--- config.mk ---
export PLATFORM = sky130hd
export DESIGN_NAME = websocket_frame_unmasker
export DESIGN_NICKNAME = d
export VERILOG_FILES = /design/src/hw/rtl/wsfu_pkg.sv /design/src/hw/rtl/wsfu_parser.sv /design/src/hw/rtl/websocket_frame_unmasker.sv
export SDC_FILE = /design/constraint.sdc
export NUM_CORES = 1
export LEC_CHECK = 0
export ABC_AREA = 1
export BUFFER_PORTS_ARGS = -buffer_cell sky130_fd_sc_hd__buf_2
export CAP_MARGIN = 10
export CORE_ASPECT_RATIO = 1.2
export CORE_MARGIN = 4
export CORE_UTILIZATION = 27
export DETAILED_ROUTE_END_ITERATION = 8
export GPL_TIMING_DRIVEN = 1
export MAX_ROUTING_LAYER = met4
export RECOVER_POWER = 25
export SKIP_CTS_REPAIR_TIMING = 1
export SKIP_LAST_GASP = 1
export SLEW_MARGIN = 0
export SYNTH_ARGS = -nofsm -noshare
export SYNTH_HDL_FRONTEND = slang
export SYNTH_SLANG_ARGS = --single-unit
--- constraint.sdc ---
create_clock -name aclk -period 4.55 [get_ports aclk]
set_clock_uncertainty 0.05 [all_clocks]
set_input_delay 0.2275 -clock aclk [delete_from_list [all_inputs] [get_ports aclk]]
set_output_delay 0.2275 -clock aclk [all_outputs]
set_load 0.02 [all_outputs]
--- src/hw/rtl/wsfu_pkg.sv ---
// ----------------------------------------------------------------------------
// wsfu_pkg
// Types and codes shared by the WebSocket frame unmasker modules.
// ----------------------------------------------------------------------------
package wsfu_pkg;

    localparam int ByteW   = 8;
    localparam int LenW    = 16;
    localparam int KeyW    = 32;

    localparam logic [6:0] LEN_CODE_MASK = 7'h7F;
    localparam logic [6:0] LEN_CODE_EXT16 = 7'd126;
    localparam logic [6:0] LEN_CODE_EXT64 = 7'd127;
    localparam logic [2:0] KEY_LAST_IDX  = 3'd3;

    typedef enum logic [2:0] {
        PH_FIRST   = 3'd0,
        PH_LEN     = 3'd1,
        PH_EXT_HI  = 3'd2,
        PH_EXT_LO  = 3'd3,
        PH_KEY     = 3'd4,
        PH_PAYLOAD = 3'd5,
        PH_SKIP    = 3'd6
    } phase_t;

    typedef enum logic [1:0] {
        ERR_NONE        = 2'd0,
        ERR_TRUNCATED   = 2'd1,
        ERR_UNSUPPORTED = 2'd2
    } err_code_t;

    typedef struct packed {
        logic [ByteW-1:0] out_byte;
        logic             has_data;
        logic             frame_done;
        err_code_t        error_code;
        logic [LenW-1:0]  payload_length;
    } result_t;

endpackage

--- src/hw/rtl/wsfu_parser.sv ---
// ----------------------------------------------------------------------------
// wsfu_parser
// Frame header parser, key capture and payload unmask for one byte per step.
// ----------------------------------------------------------------------------
module wsfu_parser (
    input  logic                         aclk,
    input  logic                         aresetn,
    input  logic                         step_en,
    input  logic [wsfu_pkg::ByteW-1:0]   in_byte,
    input  logic                         end_of_buffer,
    output logic                         emit,
    output wsfu_pkg::result_t            result
);

    wsfu_pkg::phase_t                 phase_reg, phase_next;
    logic [wsfu_pkg::LenW-1:0]        len_reg, len_next;
    logic [wsfu_pkg::LenW-1:0]        cnt_reg, cnt_next;
    logic [wsfu_pkg::KeyW-1:0]        key_reg, key_next;

    logic [6:0]                       len_code;
    logic [wsfu_pkg::LenW-1:0]        cnt_inc;
    logic [wsfu_pkg::ByteW-1:0]       key_byte;
    logic                             rearm;

    assign len_code = in_byte[6:0] & wsfu_pkg::LEN_CODE_MASK;
    assign cnt_inc  = cnt_reg + 1'b1;

    // Key byte for this payload index: index 0 takes the first key byte.
    always_comb begin
        case (cnt_reg[1:0])
            2'd0:    key_byte = key_reg[31:24];
            2'd1:    key_byte = key_reg[23:16];
            2'd2:    key_byte = key_reg[15:8];
            default: key_byte = key_reg[7:0];
        endcase
    end

    always_comb begin
        phase_next = phase_reg;
        len_next   = len_reg;
        cnt_next   = cnt_reg;
        key_next   = key_reg;
        emit       = 1'b0;
        rearm      = 1'b0;
        result     = '0;

        case (phase_reg)
            wsfu_pkg::PH_FIRST: begin
                if (end_of_buffer) begin
                    emit              = 1'b1;
                    result.frame_done = 1'b1;
                    result.error_code = wsfu_pkg::ERR_TRUNCATED;
                    rearm             = 1'b1;
                end else begin
                    phase_next = wsfu_pkg::PH_LEN;
                end
            end
            wsfu_pkg::PH_LEN: begin
                if (len_code == wsfu_pkg::LEN_CODE_EXT64) begin
                    len_next          = '0;
                    emit              = 1'b1;
                    result.frame_done = 1'b1;
                    result.error_code = wsfu_pkg::ERR_UNSUPPORTED;
                    rearm             = end_of_buffer;
                    phase_next        = wsfu_pkg::PH_SKIP;
                end else begin
                    if (len_code == wsfu_pkg::LEN_CODE_EXT16) begin
                        len_next   = '0;
                        phase_next = wsfu_pkg::PH_EXT_HI;
                    end else begin
                        len_next   = {{(wsfu_pkg::LenW-7){1'b0}}, len_code};
                        cnt_next   = '0;
                        phase_next = wsfu_pkg::PH_KEY;
                    end
                    if (end_of_buffer) begin
                        emit              = 1'b1;
                        result.frame_done = 1'b1;
                        result.error_code = wsfu_pkg::ERR_TRUNCATED;
                        rearm             = 1'b1;
                    end
                end
            end
            wsfu_pkg::PH_EXT_HI: begin
                len_next   = {in_byte, {(wsfu_pkg::LenW-wsfu_pkg::ByteW){1'b0}}};
                phase_next = wsfu_pkg::PH_EXT_LO;
                if (end_of_buffer) begin
                    emit              = 1'b1;
                    result.frame_done = 1'b1;
                    result.error_code = wsfu_pkg::ERR_TRUNCATED;
                    rearm             = 1'b1;
                end
            end
            wsfu_pkg::PH_EXT_LO: begin
                len_next   = len_reg | {{(wsfu_pkg::LenW-wsfu_pkg::ByteW){1'b0}}, in_byte};
                cnt_next   = '0;
                phase_next = wsfu_pkg::PH_KEY;
                if (end_of_buffer) begin
                    emit              = 1'b1;
                    result.frame_done = 1'b1;
                    result.error_code = wsfu_pkg::ERR_TRUNCATED;
                    rearm             = 1'b1;
                end
            end
            wsfu_pkg::PH_KEY: begin
                key_next = {key_reg[wsfu_pkg::KeyW-wsfu_pkg::ByteW-1:0], in_byte};
                cnt_next = cnt_inc;
                if (cnt_reg[2:0] == wsfu_pkg::KEY_LAST_IDX) begin
                    cnt_next = '0;
                    if (len_reg == '0) begin
                        // Empty frame: one bare done beat.
                        emit              = 1'b1;
                        result.frame_done = 1'b1;
                        result.error_code = wsfu_pkg::ERR_NONE;
                        rearm             = end_of_buffer;
                        phase_next        = wsfu_pkg::PH_SKIP;
                    end else begin
                        phase_next = wsfu_pkg::PH_PAYLOAD;
                    end
                end
                if (end_of_buffer && !emit) begin
                    emit              = 1'b1;
                    result.frame_done = 1'b1;
                    result.error_code = wsfu_pkg::ERR_TRUNCATED;
                    rearm             = 1'b1;
                end
            end
            wsfu_pkg::PH_PAYLOAD: begin
                cnt_next        = cnt_inc;
                emit            = 1'b1;
                result.out_byte = in_byte ^ key_byte;
                result.has_data = 1'b1;
                if (cnt_inc == len_reg) begin
                    result.frame_done = 1'b1;
                    result.error_code = wsfu_pkg::ERR_NONE;
                    rearm             = end_of_buffer;
                    phase_next        = wsfu_pkg::PH_SKIP;
                end else if (end_of_buffer) begin
                    result.frame_done = 1'b1;
                    result.error_code = wsfu_pkg::ERR_TRUNCATED;
                    rearm             = 1'b1;
                end
            end
            default: begin
                // Drop trailing bytes until the buffer ends.
                rearm = end_of_buffer;
            end
        endcase

        // Length reported is the one after this byte, before any rearm.
        result.payload_length = len_next;

        if (rearm) begin
            phase_next = wsfu_pkg::PH_FIRST;
            len_next   = '0;
            cnt_next   = '0;
            key_next   = '0;
        end
    end

    always_ff @(posedge aclk) begin
        if (!aresetn) begin
            phase_reg <= wsfu_pkg::PH_FIRST;
            len_reg   <= '0;
            cnt_reg   <= '0;
            key_reg   <= '0;
        end else if (step_en) begin
            phase_reg <= phase_next;
            len_reg   <= len_next;
            cnt_reg   <= cnt_next;
            key_reg   <= key_next;
        end
    end

    a_data_only_in_payload: assert property (@(posedge aclk) disable iff (!aresetn)
        (step_en && emit && result.has_data) |-> (phase_reg == wsfu_pkg::PH_PAYLOAD))
        else $error("payload beat outside payload phase");

    a_key_index_bounded: assert property (@(posedge aclk) disable iff (!aresetn)
        (phase_reg == wsfu_pkg::PH_KEY) |-> (cnt_reg < 16'd4))
        else $error("key byte index out of range");

    a_eob_rearms: assert property (@(posedge aclk) disable iff (!aresetn)
        (step_en && end_of_buffer) |=> (phase_reg == wsfu_pkg::PH_FIRST && cnt_reg == '0))
        else $error("end of buffer did not rearm parser");

    a_unsupported_is_bare: assert property (@(posedge aclk) disable iff (!aresetn)
        (step_en && emit && result.error_code == wsfu_pkg::ERR_UNSUPPORTED)
        |-> (result.frame_done && !result.has_data && result.payload_length == '0))
        else $error("unsupported length beat malformed");

endmodule

--- src/hw/rtl/websocket_frame_unmasker.sv ---
// ----------------------------------------------------------------------------
// websocket_frame_unmasker
// Unmasks the payload of received client-to-server WebSocket frames.
// ----------------------------------------------------------------------------
// Feed the received buffer one byte per beat, with s_end_of_buffer on the
// last byte. The first byte is ignored, the second gives the 7-bit length
// (126 selects a 16-bit big-endian extended length, 127 is reported as
// unsupported), then four masking key bytes follow. Each payload byte comes
// out XORed with its key byte, the last one flagged with m_frame_done; an
// empty frame gives a single done beat with no data. A buffer that ends
// before the frame completes gives a truncation error and rearms the parser;
// bytes after a finished frame are dropped until end of buffer. The block
// takes one byte per cycle while the result register is empty or being
// taken: a byte is held in the input register, parsed and unmasked in one
// step, and the beat it produces waits in the result register. Both
// registers advance together under that same condition.
module websocket_frame_unmasker (
    input  logic                         aclk,
    input  logic                         aresetn,

    input  logic                         s_valid,
    output logic                         s_ready,
    input  logic [wsfu_pkg::ByteW-1:0]   s_in_byte,
    input  logic                         s_end_of_buffer,

    output logic                         m_valid,
    input  logic                         m_ready,
    output logic [wsfu_pkg::ByteW-1:0]   m_out_byte,
    output logic                         m_has_data,
    output logic                         m_frame_done,
    output logic [1:0]                   m_error_code,
    output logic [wsfu_pkg::LenW-1:0]    m_payload_length
);

    logic                         pipe_en;
    logic                         in_valid_reg;
    logic [wsfu_pkg::ByteW-1:0]   in_byte_reg;
    logic                         in_eob_reg;

    logic                         emit;
    wsfu_pkg::result_t            step_result;

    logic                         out_valid_reg;
    wsfu_pkg::result_t            out_result_reg;

    // Advance the whole pipe unless a finished beat is still waiting.
    assign pipe_en = !out_valid_reg || m_ready;
    assign s_ready = pipe_en;

    // Input register: hold the accepted byte for the parse step.
    always_ff @(posedge aclk) begin
        if (!aresetn) begin
            in_valid_reg <= 1'b0;
        end else if (pipe_en) begin
            in_valid_reg <= s_valid;
        end
    end

    always_ff @(posedge aclk) begin
        if (pipe_en && s_valid) begin
            in_byte_reg <= s_in_byte;
            in_eob_reg  <= s_end_of_buffer;
        end
    end

    wsfu_parser u_parser (
        .aclk          (aclk),
        .aresetn       (aresetn),
        .step_en       (pipe_en && in_valid_reg),
        .in_byte       (in_byte_reg),
        .end_of_buffer (in_eob_reg),
        .emit          (emit),
        .result        (step_result)
    );

    // Result register: capture a beat only when the step produced one.
    always_ff @(posedge aclk) begin
        if (!aresetn) begin
            out_valid_reg <= 1'b0;
        end else if (pipe_en) begin
            out_valid_reg <= in_valid_reg && emit;
        end
    end

    always_ff @(posedge aclk) begin
        if (pipe_en && in_valid_reg && emit) begin
            out_result_reg <= step_result;
        end
    end

    assign m_valid          = out_valid_reg;
    assign m_out_byte       = out_result_reg.out_byte;
    assign m_has_data       = out_result_reg.has_data;
    assign m_frame_done     = out_result_reg.frame_done;
    assign m_error_code     = out_result_reg.error_code;
    assign m_payload_length = out_result_reg.payload_length;

endmodule
==> results of run 1 <==
## logic make-up after synthesis
group                      synth area share
DFF                                   0.467
xor gates and xnor gates            0.00750
and+or+nand+nor                       0.235
AOI/OAI and AO/OA                     0.162
adders and majority gates            0.0141
buffers and inverters                 0.115
## where the power goes
group	leakage (nW)	internal, mW	switching (mW)	total, mW
clock	0.152	0.421	0.389	0.810
combinational	1.11	0.0237	0.0670	0.0907
sequential	0.926	0.990	0.00849	0.998
## layer usage
metal | up-vias | wire [um] | GRT usage
met5 | - | 0 | -
met4 | 0 | 384 | 0.0564
met3 | 24 | 498 | 0.0211
met2 | 109 | 6750 | 0.210
met1 | 2180 | 6320 | 0.169
li1 | 2391 | - | -
## metrics by stage
stage | cell area, um2 | cells
finish | 6160 | 1012
global placement | 5800 | 987
floorplan | 5340 | 704
detailed placement | 5800 | 987
CTS | 6100 | 1003
global route | 6160 | 1012
## Yosys cell counts (2+ instances only)
library cell	number	area share
nand3_1	36	0.034
xnor2_1	2	0.0033
o32ai_1	2	0.0033
nor4_1	4	0.0047
a21oi_1	39	0.037
nand2_1	131	0.092
a21boi_0	5	0.0070
nor2_1	80	0.056
nand2_2	5	0.0059
o22ai_1	48	0.056
inv_1	135	0.095
edfxtp_1	37	0.21
a32oi_1	3	0.0049
a22oi_1	10	0.014
nand3_2	2	0.0038
o21ai_0	36	0.034
nor3_1	2	0.0019
ha_1	6	0.014
nand2_4	3	0.0063
clkbuf_1	16	0.011
nor2_4	6	0.013
nor2_2	2	0.0023
buf_2	4	0.0038
dfxtp_1	69	0.26
nand4_1	10	0.012
## final timing paths
check                        start                   to  cells past startpoint
max          u_parser.phase_reg[0]  m_payload_length[7]                      8
min                        m_ready         in_valid_reg                      4
max reg2reg  u_parser.phase_reg[0]  m_payload_length[7]                      8
min reg2reg           in_valid_reg         in_valid_reg                      2
## worst max-delay path: stages, from the launching register on
cell	delay, ns
dfxtp_1	0.39
inv_1	0.09
nor2_1	0.09
inv_1	0.07
nor2_1	0.74
nor2_1	0.15
inv_1	0.11
nand2_1	0.07
inv_1	0.77
## layout make-up
| cell class | instances | area, um2 |
|---|---|---|
| sequential | 106 | 2490 |
| clock buffer | 11 | 254 |
| fill | 2144 | 13300 |
| inverter | 136 | 510 |
| tap | 261 | 327 |
| multi-input combinational | 439 | 2240 |
| clock inverter | 5 | 51.3 |
| timing repair buffer | 54 | 287 |
==> flow_summary_export.csv, run 1 <==
group,metric,value,unit
global_route,grt_max_degree,68,
route,via_count,4704,
floorplanning,core,19500,um2
critical_path,endpoint_kind,"flip-flop",
logic_synthesis,synth_seq_cells,106,
route,first_iter_violations,461,
power,leakage,2.19,nW
floorplanning,dieArea,22100,um2
critical_path,critPathLaunchType,"flip-flop",
logic_synthesis,synth-async-reset-ratio,0,
clock_tree,cts_sinks,106,
final_layout,syn_to_final_growth,15.4,%
sta,hold_viol,0,
critical_path,critPathKind,"reg -> reg",
logic_synthesis,ys.flop_type,"dfxtp_1",
global_route,grt-ovfl-total,0,
sta,setup_violations,0,
logic_synthesis,syn_inst,704,
sta,whs,0.0797,ns
logic_synthesis,postSynthAreaPerCell,7.58,um2
clock_tree,numCtsBuffers,9,
logic_synthesis,syn_area,5340,um2
final_layout,post-route-util,0.316,
logic_synthesis,ys_types,36,
clock_tree,cts_tree,"built",
place,place.gp.congestion,0.863,
logic_synthesis,syn-num-nets,723,
run,maxCapViolations,0,
floorplanning,dieWidth,136,um
power,p_per_area,308,nW/um2
sta,setup_ws,1.64,ns
route,first_pass_iters,5,
clock_tree,path_clk_slew,0.07,ns
global_route,grtUsageTotal,0.133,
floorplanning,die_h,162,um
logic_synthesis,yosysWarnings,0,
final_layout,final_cell_mix,"134 x inv_1, 131 x nand2_1, 80 x nor2_1",
critical_path,cp_max_fo,28,
clock_tree,cts_root_buf,"clkbuf_16",
place,dpl.hpwl,9790,um
final_layout,largest_reg_flops,32,
place,place_ws,1.55,ns
clock_tree,cts_max_level,3,
sta,finalMaxSlewViolations,0,
route,ant_nets,0,
sta,final.setup.tns,0,ns
global_route,grt_pass1_wl,22500,um
logic_synthesis,synth_seq_area_share,0.467,
route,wl_per_cell,13.8,um
global_route,antenna_found_initial,0,
floorplanning,fp-row-count,56,
run_status,status,"completed",
final_layout,final_common_cell,"inv_1",
critical_path,r2r_slack,1.64,ns
critical_path,cp.arrival,2.85,ns
sta,layout_min_cycle_time,2.91,ns
logic_synthesis,synth-edff-count,37,
route,routed_wl,13900,um
place,port_buffers,42,
hold_path,hold_class,"in -> reg",
clock_tree,clk_latency,0.36,ns
sta,fmax,0.343,GHz
floorplanning,io_pins,43,
route,viasPerCell,4.65,
sta,slew_headroom,0.255,
global_route,grt_pass1_vias,4402,
sta,tightestPinTransition,1.12,ns
power,ir_drop,162,uV
critical_path,required,4.49,ns
final_layout,fin_nets,765,
route,drc_errors,0,
final_layout,n_antenna_cell,0,
sta,rsz0062_at_grt,"false",
floorplanning,start_util,0.274,
power,total_power,1.90,mW
final_layout,drive_above_1_share,0.0719,
sta,period_share,0.641,
clock_tree,clockBufferDepth,2,
No activity file was read; power rests on OpenSTA's default activity.
==> run 2: changes to the inputs <==
ABC_AREA = 0   (was 1)
clock period = 2.34 ns   (was 4.55 ns; I/O delays follow)
==> flow_summary_export.csv, run 2 <==
group,metric,value,unit
clock_tree,clk_latency,0.35,ns
power,leakage,2.32,nW
route,ant_nets,0,
final_layout,final_cell_mix,"72 x buf_4, 66 x dfxtp_1, 64 x nor2b_1",
logic_synthesis,synth.top_cell.area_share,0.263,
sta,hold_viol,0,
global_route,antenna_found_initial,0,
sta,layout_min_cycle_time,2.49,ns
clock_tree,clockBufferDepth,2,
route,wl_per_cell,16.2,um
route,first_pass_iters,5,
clock_tree,numCtsBuffers,9,
final_layout,post-route-util,0.353,
global_route,grt_max_degree,50,
route,viasPerCell,4.95,
route,drc_errors,0,
sta,fmax,0.402,GHz
global_route,grt-ovfl-total,0,
logic_synthesis,synth_xor_area_frac,0.0535,
run_status,failed_checks,"negative setup slack",
logic_synthesis,postSynthAreaPerCell,9.51,um2
clock_tree,cts_max_level,3,
logic_synthesis,synth_seq_area_share,0.474,
final_layout,fin_nets,668,
global_route,grt_pass1_wl,23200,um
global_route,grt_pass1_vias,4295,
logic_synthesis,syn_area,5260,um2
critical_path,cp.arrival,2.54,ns
route,first_iter_violations,429,
route,routed_wl,14700,um
final_layout,n_antenna_cell,0,
place,dpl.hpwl,10400,um
floorplanning,fp-row-count,55,
critical_path,cp_max_fo,4,
final_layout,syn_to_final_growth,27.4,%
run_status,status,"finished, violations left",
clock_tree,cts_tree,"built",
logic_synthesis,synth-async-reset-ratio,0,
critical_path,required,2.39,ns
route,via_count,4506,
sta,setup_ws,-0.148,ns
logic_synthesis,syn_inst,553,
logic_synthesis,yosys.area_share.simple,0.210,
logic_synthesis,synth-compound-area-share,0.206,
final_layout,fin_cells,910,
logic_synthesis,yosysMostFrequentCell,"dfxtp_1",
logic_synthesis,synth_seq_cells,106,
critical_path,critPathLaunchType,"flip-flop",
sta,whs,0.130,ns
sta,slew_headroom,0.564,
final_layout,largest_reg_flops,32,
logic_synthesis,ys_types,54,
floorplanning,io_pins,43,
power,p_per_area,576,nW/um2
sta,finalMaxSlewViolations,0,
logic_synthesis,synthAdderAreaFrac,0.0143,
sta,final.setup.tns,-0.229,ns
clock_tree,path_clk_slew,0.07,ns
critical_path,critPathKind,"reg -> reg",
final_layout,fin_area,6700,um2
global_route,grtUsageTotal,0.139,
floorplanning,dieWidth,135,um
place,placed_cell_area,6270,um2
floorplanning,die_h,161,um
logic_synthesis,syn-num-nets,572,
clock_tree,cts_root_buf,"clkbuf_16",
final_layout,fillers,1974,
power,ir_drop,291,uV
final_layout,drive_above_1_share,0.196,
sta,tightestPinTransition,0.653,ns
run,maxCapViolations,0,
place,place.gp.congestion,0.905,
logic_synthesis,synth.area.mux_share,0.00380,
final_layout,regArea,2500,um2
floorplanning,core,19000,um2
hold_path,hold_class,"in -> reg",
logic_synthesis,yosysWarnings,0,
floorplanning,start_util,0.277,
logic_synthesis,synth_top_family_by_area,"simple AND/OR/NAND/NOR gates",
sta,period_share,1.06,
logic_synthesis,synth-edff-count,37,
final_layout,final_common_cell,"buf_4",
logic_synthesis,synth_top_area_cell,"dfxtp_1",
critical_path,endpoint_kind,"flip-flop",
place,port_buffers,42,
sta,rsz0062_at_grt,"true",
logic_synthesis,ys_top_cells_by_count,"69 x dfxtp_1, 64 x nor2b_1, 48 x a22oi_1",
clock_tree,cts_sinks,106,
final_layout,multi_input_area,2660,um2
sta,setup_violations,2,
logic_synthesis,yosys-top-cells-area,"dfxtp_1 26%, edfxtp_1 21%, nor2b_1 7.6%, a22oi_1 6.8%, xnor2_1 3.7%",
floorplanning,dieArea,21800,um2
logic_synthesis,ys.flop_type,"dfxtp_1",
place,place_inst,884,
run 2: cell count changes after synthesis, sizes merged, moves of 20 or more:
| cell | change |
|---|---|
| clkbuf | +20 |
| o22ai | -47 |
| a22oi | +38 |
| inv | -126 |
| nand2 | -102 |
| nor2b | +64 |
| xnor2 | +21 |
| nand3 | -28 |
| nor2 | -58 |
run 2: power breakdown:
group | switching [mW] | leakage [nW] | internal (mW)
Sequential | 0.0205 | 0.922 | 1.93
Combinational | 0.159 | 1.25 | 0.103
Clock | 0.679 | 0.157 | 0.965
run 2: worst paths after layout:
| kind | startpoint | endpoint | slack (ns) | cells past startpoint |
|---|---|---|---|---|
| setup / recovery | u_parser.cnt_reg[1] | m_error_code[0] | -0.15 | 9 |
| hold / removal | m_ready | m_valid | 0.13 | 3 |
| setup reg to reg | u_parser.cnt_reg[1] | m_error_code[0] | -0.15 | 9 |
| hold reg to reg | u_parser.cnt_reg[15] | u_parser.cnt_reg[15] | 0.45 | 2 |
run 2: final cells by class:
class / count / share of cell area
clock buffers: 11 / 0.0362
clock inverters: 5 / 0.0116
inverters: 10 / 0.00560
multi-input cells: 396 / 0.397
flip-flops and latches: 106 / 0.373
well taps: 256 / 0.0478
repair buffers: 126 / 0.129
run 2: stage by stage:
| stage | total power [mW] | worst slack, ns |
|---|---|---|
| global placement | 2.25 | -0.138 |
| CTS | 3.89 | -0.152 |
| global route | 4.00 | -0.272 |
| finish | 3.86 | -0.148 |
| floorplan | 2.13 | -0.0181 |
| detailed placement | 2.25 | -0.140 |
run 2: cell families after synthesis:
family	Yosys count
AO/OA/AOI/OAI	160
buffers and inverters	51
adder cells (fa/ha/maj)	6
XOR/XNOR	30
flip-flops	106
multiplexers	2
AND/OR/NAND/NOR	198
run 2: worst max-delay path: stages (launching register included):
cell,delay (ns)
dfxtp_4,0.36
ha_4,0.18
ha_4,0.24
xnor2_2,0.13
nor3_2,0.17
o311ai_1,0.11
or4_4,0.43
nor4_4,0.20
nor2_2,0.08
o31a_1,0.28
run 2: layer usage:
layer / global-route usage / wire length [um]
met4: 0.0454 / 253
met3: 0.0207 / 515
met5: - / 0
met1: 0.165 / 6140
met2: 0.242 / 7820
